**src/design/hpil_printer_interface_assert.svh**
```systemverilog
// assertion macros for the hp-il printer interface
`ifndef HPIL_PRINTER_INTERFACE_ASSERT_SVH
`define HPIL_PRINTER_INTERFACE_ASSERT_SVH

`ifndef SYNTHESIS
`define HPIL_ASSERT_IMP(name, clk, rst_n, ante, cons) \
	name: assert property (@(posedge clk) disable iff (!rst_n) (ante) |-> (cons)) \
		else $error("assertion failed");
`define HPIL_ASSERT_NXT(name, clk, rst_n, ante, cons) \
	name: assert property (@(posedge clk) disable iff (!rst_n) (ante) |=> (cons)) \
		else $error("assertion failed");
`else
`define HPIL_ASSERT_IMP(name, clk, rst_n, ante, cons)
`define HPIL_ASSERT_NXT(name, clk, rst_n, ante, cons)
`endif

`endif

```
**src/design/hpil_pkg.sv**
```systemverilog
package hpil_pkg;

	localparam int unsigned BUF_DEPTH_DEF = 2048;
	localparam int unsigned QUEUE_DEPTH = 2;

	localparam logic [10:0] FRAME_EOT   = 11'h540;
	localparam logic [7:0]  READY_MASK  = 8'h39;
	localparam logic [7:0]  READY_VALUE = 8'h10;
	localparam logic [7:0]  AAD_LIMIT   = 8'h9E;

	localparam logic [7:0] ACCESSORY_ID_RST    = 8'd64;
	localparam logic [4:0] DEFAULT_ADDRESS_RST = 5'd4;

	// register index, taken from paddr[2]
	localparam logic REG_ACCESSORY_ID    = 1'b0;
	localparam logic REG_DEFAULT_ADDRESS = 1'b1;

	// role encoding: bit 1 listen addressed, bit 0 talker
	localparam logic [1:0] ROLE_IDLE     = 2'd0;
	localparam logic [1:0] ROLE_TALKER   = 2'd1;
	localparam logic [1:0] ROLE_LISTENER = 2'd2;
	localparam logic [1:0] ROLE_ACTIVE   = 2'd3;

	typedef enum logic [3:0] {
		OP_TICK,
		OP_DATA,
		OP_SDC,
		OP_DCL,
		OP_UNL,
		OP_LAD,
		OP_TAD,
		OP_IFC,
		OP_AAU,
		OP_NRD,
		OP_SST,
		OP_SDI,
		OP_SAI,
		OP_AAD,
		OP_PASS
	} op_t;

	typedef struct packed {
		op_t         op;
		logic [10:0] frame;
		logic [7:0]  status;
	} entry_t;

	// device id string, zero after the last character
	function automatic logic [7:0] dev_ident(input logic [2:0] idx);
		logic [7:0] c;
		unique case (idx)
			3'd0: c = 8'h4C;
			3'd1: c = 8'h50;
			3'd2: c = 8'h52;
			3'd3: c = 8'h54;
			3'd4: c = 8'h45;
			3'd5: c = 8'h52;
			3'd6: c = 8'h31;
			3'd7: c = 8'h00;
		endcase
		return c;
	endfunction

endpackage

```
**src/design/hpil_front.sv**
```systemverilog
module hpil_front (
	input  logic             op,
	input  logic [10:0]      frame_in,
	input  logic [7:0]       printer_status,
	output hpil_pkg::entry_t entry
);
	import hpil_pkg::*;

	logic [7:0] n;
	logic [4:0] a;
	logic [2:0] grp;

	assign n   = frame_in[7:0];
	assign a   = n[4:0];
	assign grp = n[7:5];

	always_comb begin
		entry.frame  = frame_in;
		entry.status = printer_status;
		priority if (op) begin
			entry.op = OP_TICK;
		end else if (!frame_in[10]) begin
			entry.op = OP_DATA;
		end else if (frame_in[9:8] == 2'b00) begin
			// command class
			priority if (n == 8'd4) entry.op = OP_SDC;
			else if (n == 8'd20) entry.op = OP_DCL;
			else if (grp == 3'd1 && a == 5'd31) entry.op = OP_UNL;
			else if (grp == 3'd1) entry.op = OP_LAD;
			else if (grp == 3'd2) entry.op = OP_TAD;
			else if (grp == 3'd4 && a == 5'd16) entry.op = OP_IFC;
			else if (grp == 3'd4 && a == 5'd26) entry.op = OP_AAU;
			else entry.op = OP_PASS;
		end else if (frame_in[9:8] == 2'b01) begin
			// ready class
			priority if (n == 8'd66) entry.op = OP_NRD;
			else if (n == 8'd97) entry.op = OP_SST;
			else if (n == 8'd98) entry.op = OP_SDI;
			else if (n == 8'd99) entry.op = OP_SAI;
			else if (n[7] && n < AAD_LIMIT) entry.op = OP_AAD;
			else entry.op = OP_PASS;
		end else begin
			entry.op = OP_PASS;
		end
	end

endmodule

```
**config.mk**
```make
export PLATFORM = sky130hd
export DESIGN_NAME = hpil_front
export DESIGN_NICKNAME = d
export VERILOG_FILES = /design/src/design/hpil_printer_interface_assert.svh /design/src/design/hpil_pkg.sv /design/src/design/hpil_front.sv
export SDC_FILE = /design/constraint.sdc
export NUM_CORES = 1
export LEC_CHECK = 0
export BUFFER_PORTS_ARGS = -buffer_cell sky130_fd_sc_hd__clkbuf_2
export CAP_MARGIN = 20
export CELL_PAD_IN_SITES_DETAIL_PLACEMENT = 1
export CELL_PAD_IN_SITES_GLOBAL_PLACEMENT = 1
export CORE_ASPECT_RATIO = 1.1
export CORE_MARGIN = 2
export CORE_UTILIZATION = 23
export DETAILED_ROUTE_END_ITERATION = 7
export PLACE_DENSITY_LB_ADDON = 0.08
export SLEW_MARGIN = 40
export SYNTH_ARGS = -nofsm -noshare
export SYNTH_HDL_FRONTEND = slang
export SYNTH_SLANG_ARGS = --single-unit
```
**constraint.sdc**
```tcl
create_clock -name vclk -period 1.9
set_input_delay 0.38 -clock vclk [all_inputs]
set_output_delay 0.38 -clock vclk [all_outputs]
set_load 0.05 [all_outputs]
```
# [Word-level counts from Yosys, hierarchy flattened]
# Index checks and enable logic that the tools add are counted.
# Widths: inputs -> output; s select.
[op_classes] n_lt_le_gt_ge=1 n_eq_ne=13 muxes=16 n_reduce_logical=5
[op_table] cell="$mux 4" count=10
[op_table] cell="$eq 8x7->1 const B" count=4
[op_table] cell="$eq 5x5->1 const B" count=3
[op_table] cell="$mux 3" count=4
[op_table] cell="$eq 8x3->1 const B" count=1
[op_table] cell="$eq 8x5->1 const B" count=1
[op_table] cell="$lt 8x8->1 const B" count=1
[op_table] cell="$logic_and 1x1->1" count=4
[op_table] cell="$mux 2" count=2
[op_table] cell="$eq 3x1->1 const B" count=1
[op_table] cell="$eq 3x2->1 const B" count=1
[op_table] cell="$eq 3x3->1 const B" count=1
[op_table] cell="$eq 2x1->1 const B" count=1
[op_table] cell="$logic_not 2->1" count=1
[word_totals] ff_bits=0 in_bits=20 out_inout_bits=23 elab_cells=35

# [Logic depth before layout (Yosys ltp)]
[logic_depth] depth_word=12 ltp_mapped=5 mapped_depth_nobuf=4

# [Worst setup path after synthesis]
# OpenSTA, ideal clock, no wires.
[synth_timing] kind="input to output" startpoint="in frame_in[7]" endpoint="out entry[21] (netlist name)" arrival_time_ns=2.075 t_required_ns=1.520 setup_slack_ns=-0.555 stages=5 n_path_buf=1 path_cell_list="buf_6 > or3b_4 > nand2_1 > a21oi_1 > nor3_1"
[synth_lines] element="from (decl)" line_no="hpil_front.sv:3" rtl="input logic [10:0] frame_in,"
[synth_lines] element="to (decl)" line_no="hpil_front.sv:5" rtl="output hpil_pkg::entry_t entry"

==> flow_summary.ini <==
[timing]
slew_headroom_pct = 81.0
tightest_slew_ps = 286
grt_setup_unrepaired = true
slew_violations = 0
final_hold_viol_count = 0
fin_ws_ps = -11.7
finalCriticalPeriod_ps = 1910
max_freq_mhz = 523
setup_viol = 1
min_period_over_period_pct = 101

[route]
ant_nets = 0
drt_drc_violations_left = 0
drt-pass1-iter-count = 2
via_count = 522
viasPerCell = 4.70
dr.first_iter.drc_count = 5
drt-total-wl_mm = 1.45
routedWlPerCell_um = 13.1

[critical_path]
cpMostUsedCell = buf_8
critPathKind = in2out
critPathSlowestCell = or3b_4
cp.arrival_ps = 1530
cp-end-kind = output port
worstPathCellList = buf_8, or3b_4, o21bai_4, a21o_1, a31oi_4, buf_8
max_stage_delay_ps = 390
crit_buf_inv = 2
cp_max_fo = 4
required_ps = 1520
start_kind = input port
path_delay_family = compound AO/OA/AOI/OAI gates

[finish]
final_nets = 115
multiInputGateArea_um2 = 330
seq_cells = 0
n_fill_cell = 236
antenna_cells = 0
final.clkbuf_count = 0
area_delta_synth_final_pct = 74.7
seq_area_um2 = 0
drive_above_1_share_pct = 71.0

[floorplan]
die_y_um = 48.8
die_x_um = 44.8
ios = 43
rows = 16
die_area_mm2 = 0.00219
initial_core_util_pct = 24.1
core_mm2 = 0.00174

[synth]
synth_area_per_cell_um2 = 6.67
postSynthCellCount = 63
synth_area_leaders = buf_4, a21oi_1, nand4_1
syn_area_um2 = 420
synth_cell_types = 23
synth_common_cells = buf_4, a21oi_1, nand4_1, nor2_1, nor3_1
seq_area_frac_synth_pct = 0
synth.most_common_cell = buf_4
synthesis.nets = 83
yosys_warnings = 0
yosys.area.top_type = buf_4
synth_top_area_share_pct = 33.9

[placed_design]
io_buffer_count = 27
place_congestion = 0.697
hpwl_mm = 1.16
post-place-ws_ps = -135

[hold_path]
hold_class = in2out

[status]
outcome = finished, violations left
violations = setup timing

[pwr]
power-per-cell-area_mw_per_mm2 = 280
vdd_drop_max_mv = 0.117
total_power_uw = 205
p_leak_nw = 0.347

[flow_run]
maxCapViolations = 0

[grt]
overflow = 0
grt_max_degree = 8
grt_use_total_pct = 12.3
grt_pass1_wl_mm = 2.16
grt_pass1_vias = 499
antenna_found_initial = 0

[clock_network]
cts_hold_buf = 0
[power by group]
part           switching, mW  leakage, nW  total (mW)  internal [mW]
clock                      0            0           0              0
sequential                 0            0           0              0
combinational          0.120        0.347       0.205         0.0853
[final timing paths]
check  depth (start not counted)   endpoint  slack (ps)               from
max                            6  entry[19]         -10        frame_in[6]
min                            0   entry[3]         760  printer_status[3]
[through the flow]
| step | hold slack [ps] | utilization [%] | cell area [µm²] | instances | TNS [ps] |
|---|---|---|---|---|---|
| 6_report | 760 | 42.2 | 734 | 111 | -11.7 |
| 5_1_grt | 760 | 42.2 | 734 | 111 | -49.3 |
| 4_1_cts | 760 | 38.1 | 663 | 110 | -50.6 |
| 3_5_place_dp | 760 | 35.8 | 624 | 110 | -331 |
| 3_3_place_gp | 760 | 35.8 | 624 | 110 | -339 |
| 2_1_floorplan | 816 | - | 447 | 63 | -127 |
[cell usage in the layout (no fill, tap or decap), drive strengths merged, types with 2 or more instances in the layout]
cell type / netlist / final
nor2b: 3 / 3
a21oi: 6 / 6
nand4: 4 / 4
nand2: 2 / 2
nor3: 5 / 5
inv: 2 / 2
nand3: 3 / 3
buf: 20 / 28
clkbuf: 0 / 22
nor2: 4 / 4
a21o: 2 / 2
nand2b: 2 / 2
[cell families after synthesis]
family / after synthesis / share of synthesized area [%]
and+or+nand+nor: 26 / 35.7
buffers and inverters: 22 / 38.4
AOI/OAI and AO/OA: 13 / 21.7
xor gates and xnor gates: 2 / 4.17
[routing by layer]
| metal | share of wire (%) | global-route usage [%] | wire length (µm) | vias to the layer above |
|---|---|---|---|---|
| met5 | 0 | 0 | 0 | - |
| li1 | - | - | - | 265 |
| met2 | 52 | 22.5 | 761 | 20 |
| met1 | 41 | 16.6 | 598 | 237 |
| met4 | 0 | 0.505 | 0 | 0 |
| met3 | 6.2 | 0 | 90 | 0 |
[cell type report]
cell class | instances | area share [%]
inverters | 2 | 1.02
multi-input cells | 41 | 45.0
repair buffers | 50 | 50.9
well taps | 18 | 3.07
[what timing repair did]
item                       4_1_cts  5_1_grt
setup endpoints to repair        4        4
setup buffers                    0        1
resized for setup                9       18
pin swaps                        1        4
No activity file was read; power rests on OpenSTA's default activity.
