$ cat config.mk
export PLATFORM = sky130hd
export DESIGN_NAME = hpil_queue
export DESIGN_NICKNAME = d
export VERILOG_FILES = /design/src/design/hpil_printer_interface_assert.svh /design/src/design/hpil_pkg.sv /design/src/design/hpil_queue.sv
export SDC_FILE = /design/constraint.sdc
export NUM_CORES = 1
export LEC_CHECK = 0
export BUFFER_PORTS_ARGS = -buffer_cell sky130_fd_sc_hd__buf_4
export CAP_MARGIN = 30
export CORE_MARGIN = 2
export CORE_UTILIZATION = 46
export DETAILED_ROUTE_END_ITERATION = 12
export PLACE_DENSITY = 0.74
export SLEW_MARGIN = 10
export SYNTH_ARGS = -nofsm -noshare
export SYNTH_HDL_FRONTEND = slang
export SYNTH_SLANG_ARGS = --single-unit
export TNS_END_PERCENT = 20
$ cat constraint.sdc
create_clock -name clk -period 1.9 [get_ports clk]
set_input_delay 0.38 -clock clk [delete_from_list [all_inputs] [get_ports clk]]
set_output_delay 0.38 -clock clk [all_outputs]
set_load 0.02 [all_outputs]
$ cat src/design/hpil_printer_interface_assert.svh
// assertion macros for the hp-il printer interface
`ifndef HPIL_PRINTER_INTERFACE_ASSERT_SVH
`define HPIL_PRINTER_INTERFACE_ASSERT_SVH

`ifndef SYNTHESIS
`define HPIL_ASSERT_IMP(name, clk, rst_n, ante, cons) \
	name: assert property (@(posedge clk) disable iff (!rst_n) (ante) |-> (cons)) \
		else $error("assertion failed");
`define HPIL_ASSERT_NXT(name, clk, rst_n, ante, cons) \
	name: assert property (@(posedge clk) disable iff (!rst_n) (ante) |=> (cons)) \
		else $error("assertion failed");
`else
`define HPIL_ASSERT_IMP(name, clk, rst_n, ante, cons)
`define HPIL_ASSERT_NXT(name, clk, rst_n, ante, cons)
`endif

`endif

$ cat src/design/hpil_pkg.sv
package hpil_pkg;

	localparam int unsigned BUF_DEPTH_DEF = 2048;
	localparam int unsigned QUEUE_DEPTH = 2;

	localparam logic [10:0] FRAME_EOT   = 11'h540;
	localparam logic [7:0]  READY_MASK  = 8'h39;
	localparam logic [7:0]  READY_VALUE = 8'h10;
	localparam logic [7:0]  AAD_LIMIT   = 8'h9E;

	localparam logic [7:0] ACCESSORY_ID_RST    = 8'd64;
	localparam logic [4:0] DEFAULT_ADDRESS_RST = 5'd4;

	// register index, taken from paddr[2]
	localparam logic REG_ACCESSORY_ID    = 1'b0;
	localparam logic REG_DEFAULT_ADDRESS = 1'b1;

	// role encoding: bit 1 listen addressed, bit 0 talker
	localparam logic [1:0] ROLE_IDLE     = 2'd0;
	localparam logic [1:0] ROLE_TALKER   = 2'd1;
	localparam logic [1:0] ROLE_LISTENER = 2'd2;
	localparam logic [1:0] ROLE_ACTIVE   = 2'd3;

	typedef enum logic [3:0] {
		OP_TICK,
		OP_DATA,
		OP_SDC,
		OP_DCL,
		OP_UNL,
		OP_LAD,
		OP_TAD,
		OP_IFC,
		OP_AAU,
		OP_NRD,
		OP_SST,
		OP_SDI,
		OP_SAI,
		OP_AAD,
		OP_PASS
	} op_t;

	typedef struct packed {
		op_t         op;
		logic [10:0] frame;
		logic [7:0]  status;
	} entry_t;

	// device id string, zero after the last character
	function automatic logic [7:0] dev_ident(input logic [2:0] idx);
		logic [7:0] c;
		unique case (idx)
			3'd0: c = 8'h4C;
			3'd1: c = 8'h50;
			3'd2: c = 8'h52;
			3'd3: c = 8'h54;
			3'd4: c = 8'h45;
			3'd5: c = 8'h52;
			3'd6: c = 8'h31;
			3'd7: c = 8'h00;
		endcase
		return c;
	endfunction

endpackage

$ cat src/design/hpil_queue.sv
module hpil_queue (
	input  logic             clk,
	input  logic             arst_n,
	input  logic             push_valid,
	output logic             push_stall,
	input  hpil_pkg::entry_t push_entry,
	output logic             pop_valid,
	input  logic             pop,
	output hpil_pkg::entry_t pop_entry
);
	import hpil_pkg::*;

	localparam int unsigned PTR_W = $clog2(QUEUE_DEPTH);
	localparam int unsigned CNT_W = $clog2(QUEUE_DEPTH + 1);

	entry_t             slot_q [QUEUE_DEPTH];
	logic [PTR_W-1:0]   wr_ptr_q;
	logic [PTR_W-1:0]   rd_ptr_q;
	logic [CNT_W-1:0]   cnt_q;
	logic               full;
	logic               push;

	assign full       = (cnt_q == CNT_W'(QUEUE_DEPTH));
	assign push_stall = full;
	assign push       = push_valid && !full;
	assign pop_valid  = (cnt_q != '0);
	assign pop_entry  = slot_q[rd_ptr_q];

	always_ff @(posedge clk) begin
		if (push) slot_q[wr_ptr_q] <= push_entry;
	end

	always_ff @(posedge clk or negedge arst_n) begin
		if (!arst_n) begin
			wr_ptr_q <= '0;
			rd_ptr_q <= '0;
			cnt_q    <= '0;
		end else begin
			if (push) begin
				wr_ptr_q <= (wr_ptr_q == PTR_W'(QUEUE_DEPTH - 1)) ? '0 : wr_ptr_q + 1'b1;
			end
			if (pop) begin
				rd_ptr_q <= (rd_ptr_q == PTR_W'(QUEUE_DEPTH - 1)) ? '0 : rd_ptr_q + 1'b1;
			end
			if (push && !pop) cnt_q <= cnt_q + 1'b1;
			else if (pop && !push) cnt_q <= cnt_q - 1'b1;
		end
	end

endmodule

# Word level (Yosys, flattened, before mapping)
# Memory sizes are Yosys's and may differ from the RTL's.
# Cells that the tools add are included.
# W data, S select, Z words.
[totals]
reg_bits = 4
ramBits = 46
out_inout_bits = 25
elab_cells = 23
memories = 1
[memory_table]
columns = ["name", "words", "width", "read_ports", "rd_ports_with_merged_regs", "write_ports", "line", "rtl"]
rows = [
  ["slot_q", 2, 23, 1, 0, 1, "hpil_queue.sv:16", "entry_t slot_q [QUEUE_DEPTH];"],
]
[classes]
add_sub_neg = 4
eq_ne = 1
muxes = 6
n_reduce_logical = 8
[ops]
columns = ["op", "n"]
rows = [
  ["$mux W1", 4],
  ["$mux W2", 2],
  ["$reduce_bool A2 Y1", 2],
  ["$logic_and A1 B1 Y1", 3],
  ["$logic_not A1 Y1", 3],
  ["$add A1 B1 Y1 const B", 2],
  ["$add A2 B1 Y2 const B", 1],
  ["$eq A2 B2 Y1 const B", 1],
  ["$sub A2 B1 Y2 const B", 1],
]

# Longest topological paths before layout
[logic_depth]
ltp_word = 7
ltp_mapped = 7
ltp_nobuf = 7

# Least setup slack after synthesis
# No wires, ideal clock.
[synth_timing]
path_kind = "reg-to-reg"
from = "register cnt_q[0]"
to = "memory slot_q[0][0] (netlist bit), enable pin"
setup_time_ps = 403
arrival_time_ps = 1606
slack_ps = -109
path_stages_with_launch = 4
period_less_slack_ps = 2009
cell_sequence = "dfrtp_1 nand2b_1 nand2_1 nor2_1"
[synth_between]
elab_chain_cells = 5
[synth_lines]
columns = ["item", "line", "rtl"]
rows = [
  ["start: declaration", "hpil_queue.sv:19", "logic [CNT_W-1:0] cnt_q;"],
  ["start signal: assignment", "hpil_queue.sv:45", "if (push && !pop) cnt_q <= cnt_q + 1'b1;"],
  ["start signal: assignment", "hpil_queue.sv:46", "else if (pop && !push) cnt_q <= cnt_q - 1'b1;"],
  ["$eq A2 B2 Y1", "hpil_queue.sv:23", "assign full = (cnt_q == CNT_W'(QUEUE_DEPTH));"],
  ["$logic_not A1 Y1", "hpil_queue.sv:25", "assign push = push_valid && !full;"],
  ["$logic_and A1 B1 Y1", "hpil_queue.sv:25", ""],
  ["$mux W1", "hpil_queue.sv:30", "if (push) slot_q[wr_ptr_q] <= push_entry;"],
  ["$mux W1 (implied by the code)", "hpil_queue.sv:30", ""],
  ["end: declaration", "hpil_queue.sv:16", ""],
]
# No other way between the ends.

==> flow_summary.toml <==
[run_status]
status = "completed"

[yosys]
synth_commonest_cells = "sky130_fd_sc_hd__edfxtp_1, sky130_fd_sc_hd__mux2_4, sky130_fd_sc_hd__dfrtp_1, sky130_fd_sc_hd__mux2_2"
synth_warnings = 0
post_synth_main_area_contributors = "sky130_fd_sc_hd__edfxtp_1, sky130_fd_sc_hd__mux2_4, sky130_fd_sc_hd__dfrtp_1, sky130_fd_sc_hd__mux2_2, sky130_fd_sc_hd__buf_12"
post_synth.cell_area_avg_um2 = 21.55
synthFlopType = "sky130_fd_sc_hd__edfxtp_1"
synth-edff-count = 46
yosys.cell_count.top_type = "sky130_fd_sc_hd__edfxtp_1"
synth_cells = 91
synth_sequential_area_ratio_pct = 75.56
share_of_flip_flops_with_an_asynchronous_set_or_reset_pct = 8.000
mappedNetlistArea_mm2 = 0.001961
synthDominantAreaCellType = "sky130_fd_sc_hd__edfxtp_1"
synth-seq-cells = 50
netlist.area_leader.share_pct = 70.45
mappedNetlistNets = 119
netlist_cell_types = 15

[clock_network]
clock_sink_count = 50
clock_tree_from_tritoncts = "built"
clock_tree.htree_level_count = 2
clkSlewWorstSetupHoldPaths_ns = 0.08
cts_made_buffers = 5
cts_root_buffer = "sky130_fd_sc_hd__clkbuf_8"
clkLatencyLatePin_ns = 0.29
cts_max_path_buffers = 2

[worst_setup_path]
worst_setup_path_end_kind = "output pin"
critical_path.reg2reg.startpoint = "cnt_q[0]$_DFFE_PN0P_"
critical_path_class = "register to output pin"
arr_time_crit_path_ns = 1.45
cp_data_required_time_ns = 1.52
critPathLaunchType = "register"
cp_max_fo = 7
worst_r2r_path_depth = 7
reg2reg_slack_ns = 0.44
r2r-end = "cnt_q[1]$_DFFE_PN0P_"

[floorplan]
initial_utilization_pct = 48.32
fp.dieH_um = 69.29
rows = 23
fp.dieArea_mm2 = 0.004800
die_width_um = 69.29
io-pin-count = 52
core_mm2 = 0.004058

[timing]
hold_ws_ns = 0.2627
report.final.setup_viol = 0
relative_slew_margins_pct = 86.26
layout_min_cycle_time_ns = 1.832
finalHoldViolCount = 0
highest_attainable_clock_frequency_ghz = 0.5459
grt_setup_unrepaired = "false"
timing.final.crit_share_pct = 96.41
slew_viol_final = 0
final.setup_skew_ns = 0.007291
totalNegativeSetupSlack_ns = 0
tightestPinTransition_ns = 0.2061

[routing]
detail_routed_net_length_per_standard_cell_um = 14.43
detail_route.drc_violations = 0
wl_mm = 2.943
detail_route.vias_per_cell = 4.691
initialDrtViolationCount = 15
antenna_viol_nets_final = 0
vias = 957
detail_route.first_pass.iterations = 2

[global_route]
grt_start_max_net_pins = 15
overall_track_demand_over_capacity_in_global_routing_pct = 12.94
initial_antenna_violation_count = 0
first_global_vias = 993
globalRouteOverflowTotal = 0
global_route_wire_length_before_repair_mm = 4.712

[power_and_ir_drop]
share_comb_of_total_power_pct = 40.5
peak_supply_drop_v = 0.0008947
power.net_switching_w = 0.001180
pwr-share-clk_pct = 17.7
cellLeakagePower_nw = 1.045
power.share.switching_pct = 30.19
power.share.sequential_pct = 41.8
intPower_w = 0.002728
power-per-cell-area_mw_per_mm2 = 1543

[final_layout]
diodes = 0
fillerInstances = 302
final_instance_area_mm2 = 0.002532
layout.cells.non_filler = 204
area_growth_pct = 29.16
combined_flip_flop_and_latch_cell_area_mm2 = 0.001483
drive_above_1_share_pct = 57.79
layout.nets = 181
multi_input_comb_area_um2 = 419.2

[worst_hold_path]
min-delay-start = "pop"
timing.hold.worst.class = "input pin to register"
worst_hold_path.num_cells = 2
whs_endpoint = "rd_ptr_q$_DFFE_PN0P_"

[job]
timing.max_cap.violations = 0

[placement]
place_inst = 195
number_of_buffers_added_on_ports = 51
dp_hpwl_mm = 2.237
place_area_mm2 = 0.002415
place.gp.congestion = 0.7271
[layout by cell type (no fill, tap or decap), drive strengths merged]
cell type,n
mux2,23
nand2b,1
clkbuf,7
xnor2,2
or2,1
nand2,1
xor2,3
nor2,2
edfxtp,46
ha,1
dfrtp,4
and3,1
dlygate4sd3,1
inv,3
bufinv,1
buf,57
[sequential cells by signal, summed over array words and instances, names as in the netlist]
name / flops
rd_ptr_q: 1
slot_q: 46
cnt_q: 2
wr_ptr_q: 1
[per-stage QoR]
step	utilization (%)	worst slack (ns)	total power (W)
floorplan	-	0.2629	0.002743
global placement	59.51	0.3121	0.003224
detailed placement	59.51	0.2735	0.003260
CTS	62.41	0.05117	0.003962
global route	62.41	0.01421	0.004097
finish	62.41	0.06812	0.003908
[cell families after synthesis]
logic type / after synthesis / synth area share (%)
flip-flops: 50 / 75.56
multiplexers: 23 / 16.85
buffers and inverters: 6 / 3.191
AND/OR/NAND/NOR: 6 / 1.532
XOR/XNOR: 5 / 2.234
adder cells (fa/ha/maj): 1 / 0.6381
[worst max-delay path, cell delays in order, from the launching register on]
cell                      delay [ns]
sky130_fd_sc_hd__dfrtp_2        0.49
sky130_fd_sc_hd__buf_4          0.20
sky130_fd_sc_hd__mux2_4         0.31
sky130_fd_sc_hd__buf_4          0.16
[power by group through the flow]
stage | registers, W | logic [W] | clock network, W
floorplan | 0.00160 | 0.00114 | 0
global placement | 0.00164 | 0.00159 | 0
detailed placement | 0.00166 | 0.00160 | 0
CTS | 0.00164 | 0.00161 | 0.000716
global route | 0.00166 | 0.00168 | 0.000757
finish | 0.00163 | 0.00158 | 0.000693
[final cells by class]
type                       count  share of cell area (%)
multi-input combinational     35                   16.55
timing repair buffer          58                   17.79
tap                           50                   2.470
sequential                    50                   58.55
clock inverter                 1                   1.186
inverter                       3                  0.4447
clock buffer                   7                   3.014
[how the worst max path moves through the flow]
stage	to	start	slack, ns
after global routing	pop_entry[15]	rd_ptr_q$_DFFE_PN0P_	0.01
final	pop_entry[11]	rd_ptr_q$_DFFE_PN0P_	0.07
after floorplan	slot_q[0][0]$_DFFE_PP_	cnt_q[0]$_DFFE_PN0P_	0.26
after global placement	pop_entry[11]	rd_ptr_q$_DFFE_PN0P_	0.31
after detailed placement	pop_entry[15]	rd_ptr_q$_DFFE_PN0P_	0.27
after CTS	pop_entry[11]	rd_ptr_q$_DFFE_PN0P_	0.05
[per-layer routing]
layer  wire length, µm  track usage, %
met2              1544           21.79
met3               218           5.669
met1              1142           14.95
met4                36           3.922
met5                 0               0
[repair_timing]
item | in CTS | in global routing
hold buffers | 1 | 0
setup endpoints to repair | 18 | 0
gates resized for setup | 1 | 0
endpoints found under the hold margin | 4 | 0
buffers inserted | 0 | 0
No activity file was read; power rests on OpenSTA's default activity.
